## src/hw/rtl/assert_macros.svh

```systemverilog
// Assertion helpers shared by the RTL. Clock is clk, reset is rst_n.
`ifndef ASSERT_MACROS_SVH
`define ASSERT_MACROS_SVH

`ifndef SYNTH

// check a property while out of reset
`define ASSERT_RST(lbl, prop, msg) \
  lbl: assert property (@(posedge clk) disable iff (!rst_n) prop) else $error(msg);

// check a property on every edge, reset included
`define ASSERT_ALWAYS(lbl, prop, msg) \
  lbl: assert property (@(posedge clk) prop) else $error(msg);

`else

`define ASSERT_RST(lbl, prop, msg)
`define ASSERT_ALWAYS(lbl, prop, msg)

`endif

`endif

```

## src/hw/rtl/esc_pkg.sv

```systemverilog
`default_nettype none

package esc_pkg;

  localparam int SEC_W  = 32;
  localparam int DAYS_W = 16;
  localparam int TOD_W  = 17;
  localparam int YEAR_W = 12;

  localparam logic [TOD_W-1:0]  SECS_PER_DAY  = 17'd86400;
  localparam logic [TOD_W-1:0]  SECS_PER_HOUR = 17'd3600;
  localparam logic [TOD_W-1:0]  SECS_PER_MIN  = 17'd60;

  // 86400 = 128 * 675: drop the low 7 bits, then divide by 675 by reciprocal
  localparam int SEC_LO_W    = 7;
  localparam int SEC_HI_W    = SEC_W - SEC_LO_W;
  localparam int DAY_REM_W   = 10;
  localparam int RECIP_W     = 26;
  localparam int DAY_PROD_W  = SEC_HI_W + RECIP_W;
  localparam int RECIP_SHIFT = 35;
  localparam logic [RECIP_W-1:0]  RECIP_DAY    = 26'd50903317;
  localparam logic [SEC_HI_W-1:0] DAY_OVER_128 = 25'd675;

  // days / 7 by reciprocal, exact for any 16-bit day count
  localparam int WEEK_RECIP_W = 17;
  localparam int WEEK_PROD_W  = DAYS_W + WEEK_RECIP_W;
  localparam int WEEK_SHIFT   = 19;
  localparam logic [WEEK_RECIP_W-1:0] RECIP_WEEK = 17'd74899;

  localparam logic [YEAR_W-1:0] EPOCH_YEAR = 12'd1970;
  localparam logic [6:0]        EPOCH_Y100 = 7'd70;
  localparam logic [8:0]        EPOCH_Y400 = 9'd370;
  localparam logic [6:0]        Y100_LAST  = 7'd99;
  localparam logic [8:0]        Y400_LAST  = 9'd399;

  localparam logic [DAYS_W-1:0] DAYS_COMMON = 16'd365;
  localparam logic [DAYS_W-1:0] DAYS_LEAP   = 16'd366;

  localparam logic [3:0] MONTH_JAN  = 4'd0;
  localparam logic [3:0] MONTH_FEB  = 4'd1;
  localparam logic [3:0] MONTH_LAST = 4'd11;

  localparam logic [4:0] DIV_LAST_STEP = 5'd2;

  localparam logic [3:0] DAYS_PER_WEEK = 4'd7;
  localparam logic [3:0] WDAY_OFFSET   = 4'd4;

  typedef enum logic [1:0] {
    S_IDLE,
    S_DIV,
    S_CAL,
    S_LOAD
  } esc_state_t;

  typedef struct packed {
    logic start;
    logic div_step;
    logic cal_step;
    logic load_out;
  } esc_cmd_t;

  typedef struct packed {
    logic cal_done;
  } esc_sts_t;

  // month length by zero-based month index
  function automatic logic [4:0] month_days(input logic [3:0] mon, input logic leap);
    logic [4:0] len;
    case (mon)
      4'd0:    len = 5'd31;
      MONTH_FEB: len = leap ? 5'd29 : 5'd28;
      4'd2:    len = 5'd31;
      4'd3:    len = 5'd30;
      4'd4:    len = 5'd31;
      4'd5:    len = 5'd30;
      4'd6:    len = 5'd31;
      4'd7:    len = 5'd31;
      4'd8:    len = 5'd30;
      4'd9:    len = 5'd31;
      4'd10:   len = 5'd30;
      4'd11:   len = 5'd31;
      default: len = 5'd31;
    endcase
    return len;
  endfunction

endpackage

`default_nettype wire

```

## src/hw/rtl/esc_ctrl.sv

```systemverilog
`default_nettype none

`include "assert_macros.svh"

module esc_ctrl
  import esc_pkg::*;
(
  input  wire logic     clk,
  input  wire logic     rst_n,
  input  wire logic     in_valid,
  output logic          in_stall,
  output logic          out_valid,
  input  wire logic     out_stall,
  output esc_cmd_t      cmd_o,
  input  wire esc_sts_t sts_i
);

  esc_state_t state_r, state_nxt;
  logic [4:0] cnt_r, cnt_nxt;
  logic       out_valid_r, out_valid_nxt;

  always_ff @(posedge clk) begin
    if (!rst_n) begin
      state_r     <= S_IDLE;
      cnt_r       <= '0;
      out_valid_r <= 1'b0;
    end else begin
      state_r     <= state_nxt;
      cnt_r       <= cnt_nxt;
      out_valid_r <= out_valid_nxt;
    end
  end

  always_comb begin
    state_nxt = state_r;
    cnt_nxt   = cnt_r;
    cmd_o     = '0;
    in_stall  = 1'b1;
    // drop the held word once taken
    out_valid_nxt = out_valid_r & out_stall;
    case (state_r)
      S_IDLE: begin
        in_stall = 1'b0;
        if (in_valid) begin
          cmd_o.start = 1'b1;
          cnt_nxt     = '0;
          state_nxt   = S_DIV;
        end
      end
      S_DIV: begin
        cmd_o.div_step = 1'b1;
        cnt_nxt        = cnt_r + 5'd1;
        if (cnt_r == DIV_LAST_STEP) begin
          state_nxt = S_CAL;
        end
      end
      S_CAL: begin
        cmd_o.cal_step = 1'b1;
        if (sts_i.cal_done) begin
          state_nxt = S_LOAD;
        end
      end
      S_LOAD: begin
        if (!out_valid_r || !out_stall) begin
          cmd_o.load_out = 1'b1;
          out_valid_nxt  = 1'b1;
          state_nxt      = S_IDLE;
        end
      end
      default: begin
        state_nxt = S_IDLE;
      end
    endcase
  end

  assign out_valid = out_valid_r;

  `ASSERT_RST(a_accept_starts_div, (in_valid && !in_stall) |=> (state_r == S_DIV), "accepted word did not start division")
  `ASSERT_RST(a_div_length, (state_r == S_DIV && cnt_r == DIV_LAST_STEP) |=> (state_r == S_CAL), "division did not end after three steps")
  `ASSERT_RST(a_out_from_load, $rose(out_valid_r) |-> ($past(state_r) == S_LOAD), "result raised outside load")

endmodule

`default_nettype wire

```

## src/hw/rtl/esc_dp.sv

```systemverilog
`default_nettype none

`include "assert_macros.svh"

module esc_dp
  import esc_pkg::*;
(
  input  wire logic             clk,
  input  wire logic             rst_n,
  input  wire logic [SEC_W-1:0] in_seconds,
  input  wire esc_cmd_t         cmd_i,
  output esc_sts_t              sts_o,
  output logic [11:0]           out_year,
  output logic [3:0]            out_month,
  output logic [4:0]            out_day,
  output logic [4:0]            out_hour,
  output logic [5:0]            out_minute,
  output logic [5:0]            out_second,
  output logic [2:0]            out_weekday
);

  logic [SEC_W-1:0]  sec_r;
  logic [TOD_W-1:0]  tod_r;
  logic [DAYS_W-1:0] days_r;
  logic [2:0]        q7_r;
  logic [2:0]        d7_r;
  logic [YEAR_W-1:0] year_r;
  logic [6:0]        y100_r;
  logic [8:0]        y400_r;
  logic [3:0]        mon_r;
  logic [4:0]        hour_r;
  logic [5:0]        minute_r;
  logic              ydone_r, mdone_r, tdone_r;

  logic [11:0] out_year_r;
  logic [3:0]  out_month_r;
  logic [4:0]  out_day_r, out_hour_r;
  logic [5:0]  out_minute_r, out_second_r;
  logic [2:0]  out_weekday_r;

  // split off whole days by reciprocal multiplication; each step settles one more register
  logic [SEC_HI_W-1:0]  sec_hi;
  logic [DAYS_W-1:0]    days_div;
  logic [SEC_HI_W-1:0]  day_back;
  logic [DAY_REM_W-1:0] hi_rem;
  logic [2:0]           q7_div;
  logic [2:0]           d7_nxt;

  assign sec_hi   = sec_r[SEC_W-1:SEC_LO_W];
  assign days_div = DAYS_W'((DAY_PROD_W'(sec_hi) * DAY_PROD_W'(RECIP_DAY)) >> RECIP_SHIFT);
  assign day_back = SEC_HI_W'(days_r) * DAY_OVER_128;
  assign hi_rem   = DAY_REM_W'(sec_hi - day_back);
  assign q7_div   = 3'((WEEK_PROD_W'(days_r) * WEEK_PROD_W'(RECIP_WEEK)) >> WEEK_SHIFT);
  // days - 7q lies in 0..6, and -7 is 1 in three bits
  assign d7_nxt   = days_r[2:0] + q7_r;

  logic              leap;
  logic [DAYS_W-1:0] ylen, mlen;
  logic              year_fits, month_fits;

  assign leap       = ((year_r[1:0] == 2'd0) && (y100_r != 7'd0)) || (y400_r == 9'd0);
  assign ylen       = leap ? DAYS_LEAP : DAYS_COMMON;
  assign mlen       = DAYS_W'(month_days(mon_r, leap));
  assign year_fits  = (days_r >= ylen);
  assign month_fits = (mon_r != MONTH_LAST) && (days_r >= mlen);

  logic [3:0] wd_sum;
  logic [2:0] wd;

  assign wd_sum = {1'b0, d7_r} + WDAY_OFFSET;
  assign wd     = (wd_sum > DAYS_PER_WEEK) ? 3'(wd_sum - DAYS_PER_WEEK) : wd_sum[2:0];

  always_ff @(posedge clk) begin
    if (cmd_i.start) begin
      sec_r    <= in_seconds;
      tod_r    <= '0;
      days_r   <= '0;
      q7_r     <= '0;
      d7_r     <= '0;
      year_r   <= EPOCH_YEAR;
      y100_r   <= EPOCH_Y100;
      y400_r   <= EPOCH_Y400;
      mon_r    <= MONTH_JAN;
      hour_r   <= '0;
      minute_r <= '0;
      ydone_r  <= 1'b0;
      mdone_r  <= 1'b0;
      tdone_r  <= 1'b0;
    end else if (cmd_i.div_step) begin
      days_r <= days_div;
      tod_r  <= {hi_rem, sec_r[SEC_LO_W-1:0]};
      q7_r   <= q7_div;
      d7_r   <= d7_nxt;
    end else if (cmd_i.cal_step) begin
      // walk whole years, then whole months
      if (!ydone_r) begin
        if (year_fits) begin
          days_r <= days_r - ylen;
          year_r <= year_r + 12'd1;
          y100_r <= (y100_r == Y100_LAST) ? 7'd0 : y100_r + 7'd1;
          y400_r <= (y400_r == Y400_LAST) ? 9'd0 : y400_r + 9'd1;
        end else begin
          ydone_r <= 1'b1;
        end
      end else if (!mdone_r) begin
        if (month_fits) begin
          days_r <= days_r - mlen;
          mon_r  <= mon_r + 4'd1;
        end else begin
          mdone_r <= 1'b1;
        end
      end
      // peel hours, then minutes, off the time of day
      if (!tdone_r) begin
        if (tod_r >= SECS_PER_HOUR) begin
          tod_r  <= tod_r - SECS_PER_HOUR;
          hour_r <= hour_r + 5'd1;
        end else if (tod_r >= SECS_PER_MIN) begin
          tod_r    <= tod_r - SECS_PER_MIN;
          minute_r <= minute_r + 6'd1;
        end else begin
          tdone_r <= 1'b1;
        end
      end
    end
  end

  always_ff @(posedge clk) begin
    if (cmd_i.load_out) begin
      out_year_r    <= year_r;
      out_month_r   <= mon_r + 4'd1;
      out_day_r     <= days_r[4:0] + 5'd1;
      out_hour_r    <= hour_r;
      out_minute_r  <= minute_r;
      out_second_r  <= tod_r[5:0];
      out_weekday_r <= wd;
    end
  end

  assign sts_o.cal_done = mdone_r & tdone_r;

  assign out_year    = out_year_r;
  assign out_month   = out_month_r;
  assign out_day     = out_day_r;
  assign out_hour    = out_hour_r;
  assign out_minute  = out_minute_r;
  assign out_second  = out_second_r;
  assign out_weekday = out_weekday_r;

  `ASSERT_RST(a_tod_bounded, cmd_i.cal_step |-> (tod_r < SECS_PER_DAY), "time of day out of range")
  `ASSERT_RST(a_load_when_done, cmd_i.load_out |-> (mdone_r && tdone_r && ydone_r), "result loaded before walk finished")
  `ASSERT_RST(a_month_in_year, (cmd_i.cal_step && mdone_r) |-> (mon_r <= MONTH_LAST && days_r < 16'd31), "month walk left too many days")

endmodule

`default_nettype wire

```

## src/hw/rtl/epoch_seconds_to_calendar_top.sv

```systemverilog
// Converts a 32-bit count of seconds since 1970-01-01 00:00:00 into Gregorian
// year, month, day, hour, minute, second and weekday (1 = Monday .. 7 = Sunday).
// One word is worked at a time: a division phase splits the count into days and time
// of day by reciprocal multiplication and finds the day count mod 7, then a
// calendar walk takes one year or one month per cycle (up to 136 years and 11
// months, plus a closing step for each) while hours and minutes are peeled off the
// time of day alongside (up to 82 steps). The spacing of accepted words is set by
// the longer of the two walks: shortest at 1970-01-01 midnight, longest for dates
// late in 2105. The result sits in an output register, so the next word is taken
// while a finished result still waits on out_stall; a second result then holds
// the block until the first is taken.
`default_nettype none

module epoch_seconds_to_calendar_top
  import esc_pkg::*;
(
  input  wire logic        clk,
  input  wire logic        rst_n,
  input  wire logic        in_valid,
  output logic             in_stall,
  input  wire logic [31:0] in_seconds,
  output logic             out_valid,
  input  wire logic        out_stall,
  output logic [11:0]      out_year,
  output logic [3:0]       out_month,
  output logic [4:0]       out_day,
  output logic [4:0]       out_hour,
  output logic [5:0]       out_minute,
  output logic [5:0]       out_second,
  output logic [2:0]       out_weekday
);

  esc_cmd_t cmd;
  esc_sts_t sts;

  esc_ctrl u_ctrl (
    .clk       (clk),
    .rst_n     (rst_n),
    .in_valid  (in_valid),
    .in_stall  (in_stall),
    .out_valid (out_valid),
    .out_stall (out_stall),
    .cmd_o     (cmd),
    .sts_i     (sts)
  );

  esc_dp u_dp (
    .clk         (clk),
    .rst_n       (rst_n),
    .in_seconds  (in_seconds),
    .cmd_i       (cmd),
    .sts_o       (sts),
    .out_year    (out_year),
    .out_month   (out_month),
    .out_day     (out_day),
    .out_hour    (out_hour),
    .out_minute  (out_minute),
    .out_second  (out_second),
    .out_weekday (out_weekday)
  );

endmodule

`default_nettype wire

```

## config.mk

```make
export PLATFORM = sky130hd
export DESIGN_NAME = epoch_seconds_to_calendar_top
export DESIGN_NICKNAME = d
export VERILOG_FILES = /design/src/hw/rtl/esc_pkg.sv /design/src/hw/rtl/esc_ctrl.sv /design/src/hw/rtl/esc_dp.sv /design/src/hw/rtl/epoch_seconds_to_calendar_top.sv
export VERILOG_INCLUDE_DIRS = /design/src /design/src/hw/rtl
export SDC_FILE = /design/constraint.sdc
export NUM_CORES = 1
export LEC_CHECK = 0
export CAP_MARGIN = 20
export CORE_MARGIN = 4
export CORE_UTILIZATION = 30
export DETAILED_ROUTE_END_ITERATION = 10
export DONT_BUFFER_PORTS = 1
export MAX_ROUTING_LAYER = met4
export PLACE_DENSITY = 0.41
export SLEW_MARGIN = 20
export SYNTH_ARGS = -nofsm -noshare
export SYNTH_HDL_FRONTEND = slang
export SYNTH_HIERARCHICAL = 1
export SYNTH_SLANG_ARGS = --single-unit
```

## constraint.sdc

```tcl
create_clock -name clk -period 8.37 [get_ports clk]
set_input_delay 1.674 -clock clk [delete_from_list [all_inputs] [get_ports clk]]
set_output_delay 1.674 -clock clk [all_outputs]
set_load 0.05 [all_outputs]
```

Yosys cells after proc, flatten, opt, wreduce, memory -nomap -nowiden
Cells that the tools add are included.
{ "op_classes": {"bitwise_logic": 7, "muxes": 40, "addsub": 16, "magnitude_cmp": 5, "n_reduce_logical": 25, "n_eq_ne": 19, "multipliers": 3} }
{ "op_table": {"columns": ["operator", "count"], "rows": [
  ["16-bit two-way mux", 6],
  ["17-bit two-way mux", 5],
  ["25-bit by 26-bit multiplier with 51-bit output, second input constant", 1],
  ["16-bit by 17-bit multiplier with 22-bit output, second input constant", 1],
  ["5-bit one-hot mux with 2 select lines", 2],
  ["17-bit by 12-bit >= comparator with 1-bit output, second input constant", 1],
  ["17-bit by 6-bit >= comparator with 1-bit output, second input constant", 1],
  ["1-bit two-way mux", 17],
  ["17-bit by 12-bit subtractor with 17-bit output, second input constant", 1],
  ["17-bit by 6-bit subtractor with 17-bit output, second input constant", 1],
  ["16-bit >= comparator", 1],
  ["16-bit by 5-bit >= comparator with 1-bit output", 1],
  ["16-bit by 10-bit multiplier with 10-bit output, second input constant", 1],
  ["4-bit AND reduction", 4],
  ["16-bit subtractor", 1],
  ["16-bit by 5-bit subtractor with 16-bit output", 1],
  ["5-bit by 1-bit adder with 5-bit output, second input constant", 3],
  ["12-bit by 1-bit adder with 12-bit output, second input constant", 1],
  ["2-bit two-way mux", 5],
  ["5-bit AND reduction", 2],
  ["10-bit subtractor", 1],
  ["9-bit by 1-bit adder with 9-bit output, second input constant", 1],
  ["9-bit == test, second input constant", 1],
  ["9-bit logical NOT", 1],
  ["36 further kinds", 55]
]} }
{ "totals": {"elab_cells": 139, "reg_bits": 166} }

Longest topological paths before layout
Gate-level depths: netlist of run 1.
{ "depth": {"depth_word": 12, "ltp_mapped": 24} }

Modules after synthesis
The synthesis of run 1 kept the hierarchy.
{ "by_module_without_submodules": {"columns": ["module", "seq_area_each_um2", "area_each_um2", "n_inst", "cells_each"], "rows": [
  ["esc_dp", 3893.7, 20345.8, 1, 2037],
  ["esc_ctrl", 160.2, 478.0, 1, 56]
]} }

Worst setup path before layout of run 1
No wires, ideal clock.
{ "synth_path": {"kind": "flip-flop to flip-flop", "startpoint": "register u_dp.sec_r[17]", "endpoint": "register u_dp.days_r[6]", "period_less_slack_ns": 6.099, "arrival_time_ns": 5.982, "stages_incl_launch_ff": 21, "setup_slack_ns": 2.271, "setup_ns": 0.117, "path_cell_list": "edfxtp_1 > fa_1 > ha_1 > inv_1 > fa_1 > inv_1 > fa_1 > inv_1 > fa_1 > fa_1 > fa_1 > inv_1 > ha_1 > a21oi_1 > o21ai_0 > nor4_1 > nor3_1 > or3_1 > o211a_1 > or3_1 > a32o_1"} }
{ "synth_between": {"elab_chain_len": 2} }
{ "synth_rtl": {"columns": ["item", "line", "source"], "rows": [
  ["start, declared", "esc_dp.sv:22", "logic [SEC_W-1:0] sec_r;"],
  ["start signal, assigned", "esc_dp.sv:75", "sec_r <= in_seconds;"],
  ["25-bit by 26-bit multiplier with 51-bit output", "esc_dp.sv:50", "assign days_div = DAYS_W'((DAY_PROD_W'(sec_hi) * DAY_PROD_W'(RECIP_DAY)) >> RECIP_SHIFT);"],
  ["16-bit two-way mux", "esc_dp.sv:89", "end else if (cmd_i.div_step) begin"],
  ["end signal, assigned", "esc_dp.sv:90", "days_r <= days_div;"],
  ["end signal, assigned", "esc_dp.sv:98", "days_r <= days_r - ylen;"],
  ["end signal, assigned", "esc_dp.sv:107", "days_r <= days_r - mlen;"],
  ["end, declared", "esc_dp.sv:24", "logic [DAYS_W-1:0] days_r;"]
]} }
No other way between the ends.
A chain may end at the register's enable or synchronous reset.

Final worst setup path of run 1
{ "layout_path": {"startpoint": "register u_dp.sec_r[12]", "endpoint": "register u_dp.days_r[12]"} }
The elaborated chain is that of the path after synthesis.

==> impl_metrics.ini, run 1 <==
[sta]
period_needed_ps = 7380
finalHoldViolations = 0
post-route-worst-setup-slack_ps = 987
clock_skew_ps = 25.8
finalCritPeriodShare_pct = 88.2
final-setup-viol-count = 0
whs_ps = 462
slew_violations = 0
worst_pin_slew_ps = 1040
finalSetupTns_ps = 0
max_slew_margin_pct = 28.5
clock.fmax_mhz = 135
rsz0062_at_grt = false

[critical_path]
path_class = flop to flop
cp_data_required_time_ps = 8700
max_stage_delay_ps = 880
path_cells = inv_1 > ha_1 > inv_1 > fa_1 > ha_1 > inv_1 > fa_1 > inv_1 > fa_1 > fa_1 > inv_1 > fa_1 > inv_1 > ha_1 > nand4_1 > nor2_1 > nand2_1 > a2111oi_0 > nor4_1 > nor4_1 > o21a_1 > o22ai_1
cpMostUsedCell = inv_1
crit_family = adder cells
reg2reg_slack_ps = 990
cp_num_buf_inv = 6
cp-start-kind = flop
r2r-end = u_dp/days_r[12]
critPathSlowestCell = a2111oi_0
worst-endpoint-arrival_ps = 7720
critPathCaptureType = flop
reg2reg_depth = 22
r2r_start = u_dp/sec_r[12]
cp_max_fo = 11

[floorplan]
floorplan.die_area_um2 = 73700
die_y_um = 271
design.portCount = 79
die_w_um = 271
core_region_area_um2 = 68700
rows = 96
start_util_pct = 30.3

[final_layout]
area_delta_synth_final_pct = 8.20
nets = 2806
layout_commonest_cell = inv_1
layout_common_cells = 505 x inv_1, 437 x ha_1, 238 x fa_1
post-route-util_pct = 32.8
drive_gt1_share_pct = 3.08
fillers = 7164

[routing]
postRouteAntennaNets = 0
route.vias.total = 13860
drt-vias-per-instance = 4.56
drc_errors = 0
routedWlPerCell_um = 17.5
drt-total-wl_um = 53200
drtIter0Drc = 512
dr.pass1.iters = 5

[global_routing]
track_usage_pct = 15.5
grt-ovfl-total = 0
antenna_found_initial = 3
grt_pass1_vias = 15133
grt_first_pass_wirelength_um = 86600
grt_max_degree = 55

[clocking]
cts-buffers-inserted = 17
cts_resized = 0
postCtsSetupRepairBufs = 0
clock_latency_ps = 480
cts_hold_buf = 0
cts_tree = done
ctsRootBufferMaster = clkbuf_16
cts.sinks = 166
clock_path_buffers = 2
htree_levels = 4
path_clk_slew_ps = 100

[synth]
netlist_area_um2 = 20800
ys_seq_elements = 166
synth_nets = 2805
synth_area_per_cell_um2 = 9.95
synth_edf_count = 73
synth_flop_cell = dfxtp_1
ys_warn_count = 6
yosysUniqueCellTypes = 75
synth-seq-area-share_pct = 19.5
syn_inst = 2093
synth-async-reset-ratio_pct = 0

[place]
gp_congestion = 0.836
dp_hpwl_um = 44200
pre_cts_slack_ps = 1060
port_buffers = 0

[worst_hold_path]
hold_start = u_dp/year_r[11]
min_to = u_dp/out_year[11]
whs_path_depth = 0
min_path_type = flop to flop

[flow_run]
cap_violations = 0

[run_status]
outcome = completed
## per-stage QoR
stage               instance area, um2  cells
finish                           22500   3040
global route                     22500   3040
CTS                              22500   3038
detailed placement               21900   3006
global placement                 21900   3006
floorplan                        20800   2093
## worst register-to-register path: stages, from the launching register on
cell	delay [ps]
edfxtp_1	790
inv_1	360
ha_1	430
inv_1	90
fa_1	480
ha_1	290
inv_1	60
fa_1	500
inv_1	50
fa_1	490
fa_1	550
inv_1	60
fa_1	520
inv_1	40
ha_1	300
nand4_1	160
nor2_1	120
nand2_1	60
a2111oi_0	880
nor4_1	290
nor4_1	450
o21a_1	200
o22ai_1	60
## cell type report
cell class / count / area (um2) / share of cell area (%)
multi-input combinational: 1394 / 14700 / 65.3
sequential: 166 / 4050 / 18.0
inverter: 506 / 1900 / 8.44
tap: 931 / 1160 / 5.17
clock buffer: 17 / 425 / 1.89
clock inverter: 15 / 194 / 0.861
timing repair buffer: 9 / 67.6 / 0.300
antenna: 2 / 5.00 / 0.0222
## worst max-delay path by stage
stage	end	slack, ps	startpoint	cells past startpoint
floorplan	u_dp/days_r[6]	2270	u_dp/sec_r[17]	20
global placement	u_dp/days_r[12]	1010	u_dp/sec_r[12]	22
detailed placement	u_dp/days_r[12]	1060	u_dp/sec_r[12]	22
CTS	u_dp/days_r[12]	960	u_dp/sec_r[12]	22
global route	u_dp/days_r[12]	680	u_dp/sec_r[12]	22
finish	u_dp/days_r[12]	990	u_dp/sec_r[12]	22
## routing by layer
layer / global-route usage, % / vias to the layer above / routed length, um
met2: 25.9 / 164 / 25700
met4: 3.63 / 0 / 798
met1: 20.2 / 6797 / 25700
met3: 1.86 / 44 / 1060
li1: - / 6855 / -
met5: - / - / 0
## logic make-up after synthesis
family	share of synthesized area, %
adder cells (fa/ha/maj)	49.2
buffers and inverters	9.92
AND/OR/NAND/NOR	8.64
AO/OA/AOI/OAI	7.93
flip-flops	19.5
XOR/XNOR	4.12
multiplexers	0.727
## Yosys cell counts (18+ instances only)
library cell / number / area, um2
nand4_1: 23 / 144
clkbuf_1: 19 / 71.3
a21o_1: 21 / 158
o211ai_1: 18 / 135
inv_1: 506 / 1900
nand2_1: 86 / 323
dfxtp_1: 93 / 1860
edfxtp_1: 73 / 2190
a21oi_1: 62 / 310
a211oi_1: 23 / 173
fa_1: 238 / 4760
xor2_1: 34 / 298
xnor2_1: 64 / 561
nor3_1: 33 / 165
ha_1: 438 / 5480
nand3_1: 36 / 180
nor2_1: 95 / 357
o21ai_0: 42 / 210
## registers in the layout, indices dropped and copies added, names as in the netlist
name,count
u_dp/out_minute,6
u_ctrl/cnt_r,5
u_dp/out_day,5
u_dp/minute_r,6
u_dp/out_second,6
u_dp/out_year,12
u_dp/mon_r,4
u_ctrl/out_valid,1
u_dp/hour_r,5
u_dp/mdone_r,1
u_dp/tod_r,17
u_dp/days_r,16
u_ctrl/state_r,2
u_dp/year_r,12
u_dp/q7_r,3
u_dp/ydone_r,1
u_dp/tdone_r,1
u_dp/sec_r,32
u_dp/y100_r,7
u_dp/out_weekday,3
u_dp/d7_r,3
u_dp/out_hour,5
u_dp/y400_r,9
u_dp/out_month,4
Power of run 1 is not shown: default switching activity piles up to over one toggle a cycle in this logic, so the estimate is an artifact.
==> run 2, diff against run 1 <==
Settings changed: PLACE_DENSITY 0.41 to default, PLACE_DENSITY_LB_ADDON from default to 0.15.
==> run 2 against run 1 <==
Net effect:
- non-clock buffer count stayed put
- global-route usage is 0.47 points lower
- register-to-register slack better by 50 ps
- flip-flop and latch count stayed put
- critical endpoint unchanged
- largest cell class unchanged
==> impl_metrics.ini, run 2 (synthesis results as in run 1) <==
[routing]
dr.pass1.iters = 5
postRouteAntennaNets = 0
drt-vias-per-instance = 4.53
drtIter0Drc = 550
wl_met1_um = 25400
route.met3.wl_um = 956
drc_errors = 0
drt-total-wl_um = 52000
routedWlPerCell_um = 17.1
route.met2.wl_um = 24800
route.vias.total = 13757
topRoutingLayerUsed = met4

[global_routing]
grt_first_pass_wirelength_um = 84000
grt_pass1_vias = 14701
grt_max_degree = 54
antenna_found_initial = 0
grt-ovfl-total = 0
track_usage_pct = 15.0

[sta]
finalHoldViolations = 0
final-setup-viol-count = 0
rsz0062_at_grt = false
clock_skew_ps = 25.5
clock.fmax_mhz = 136
finalSetupTns_ps = 0
worst_pin_slew_ps = 1050
finalCritPeriodShare_pct = 87.6
max_slew_margin_pct = 29.6
slew_violations = 0
period_needed_ps = 7340

[critical_path]
cp_max_fo = 11
critPathSlowestCell = a2111oi_0
path_cells = inv_1 > ha_1 > inv_1 > fa_1 > ha_1 > inv_1 > fa_1 > inv_1 > fa_1 > fa_1 > inv_1 > fa_1 > inv_1 > ha_1 > nand4_1 > nor2_1 > nand2_1 > a2111oi_0 > nor4_1 > nor4_1 > o21a_1 > o22ai_1
max_stage_delay_ps = 840
cp-start-kind = flop
worst-endpoint-arrival_ps = 7670
critPathCaptureType = flop
cpMostUsedCell = inv_1
cp_data_required_time_ps = 8700
path_class = flop to flop

[final_layout]
register_area_um2 = 4050
area_delta_synth_final_pct = 7.91
largest_register_ffs = 32
instances_no_fill = 3039
layout_common_cells = 505 x inv_1, 437 x ha_1, 238 x fa_1
drive_gt1_share_pct = 3.04
nets = 2806
top_regs = u_dp/sec_r: 32 flops, u_dp/tod_r: 17 flops, u_dp/days_r: 16 flops
layout_commonest_cell = inv_1
multi_input_area_um2 = 14700
fillers = 7224
regMostFlops = u_dp/sec_r
final_area_um2 = 22500
post-route-util_pct = 32.7

[place]
gp_congestion = 0.839
place_area_um2 = 21900
dp_hpwl_um = 43200
placedCellCount = 3006
port_buffers = 0

[run_status]
outcome = completed

[clocking]
cts_tree = done
postCtsSetupRepairBufs = 0
clock_latency_ps = 480
ctsRootBufferMaster = clkbuf_16
cts-buffers-inserted = 17
htree_levels = 4
path_clk_slew_ps = 90
cts_resized = 0
clock_path_buffers = 2
cts.sinks = 166
cts_hold_buf = 0

[floorplan]
design.portCount = 79
core_region_area_um2 = 68700
die_w_um = 271
start_util_pct = 30.3
die_y_um = 271
floorplan.die_area_um2 = 73700
rows = 96

[worst_hold_path]
min_path_type = flop to flop

[flow_run]
cap_violations = 0
## run 2: cell count changes in the layout (fill, tap and decap cells not counted), sizes merged
cell | previous run | this run
clkinvlp | 0 | 1
clkinv | 6 | 7
inv | 515 | 512
diode | 2 | 1
clkbuf | 17 | 18
## run 2: layout make-up
cell class,count,share of cell area [%]
multi-input combinational,1394,65.5
sequential,166,18.0
inverter,506,8.46
tap,931,5.18
clock buffer,18,1.91
clock inverter,14,0.596
timing repair buffer,9,0.301
antenna,1,0.0111
## run 2: worst paths after layout
path | startpoint | endpoint | slack, ps | cells after the start
hold reg to reg | u_dp/year_r[1] | u_dp/out_year[1] | 460 | 0
setup / recovery | u_dp/sec_r[12] | u_dp/days_r[12] | 1030 | 22
setup reg to reg | u_dp/sec_r[12] | u_dp/days_r[12] | 1030 | 22
hold / removal | u_dp/year_r[1] | u_dp/out_year[1] | 460 | 0
## run 2: per-stage QoR
step | setup WS, ps | hold WS [ps]
3_5_place_dp | 959 | 448
3_3_place_gp | 998 | 443
5_1_grt | 613 | 485
6_report | 1030 | 461
4_1_cts | 902 | 458
2_1_floorplan | 2270 | 428
## run 2: per-layer routing
metal,global-route usage (%),vias up
met2,24.6,135
met1,20.0,6736
met4,3.33,0
li1,-,6845
met5,-,-
met3,2.00,41
## run 2: critical path, delay by kind of cell, from the launching register on
family | cells | cell delay, ps
buffers and inverters | 6 | 650
adders and majority gates | 8 | 3590
DFF | 1 | 780
and+or+nand+nor | 5 | 1060
AOI/OAI and AO/OA | 3 | 1090
Power of run 2 is left out for the same reason.
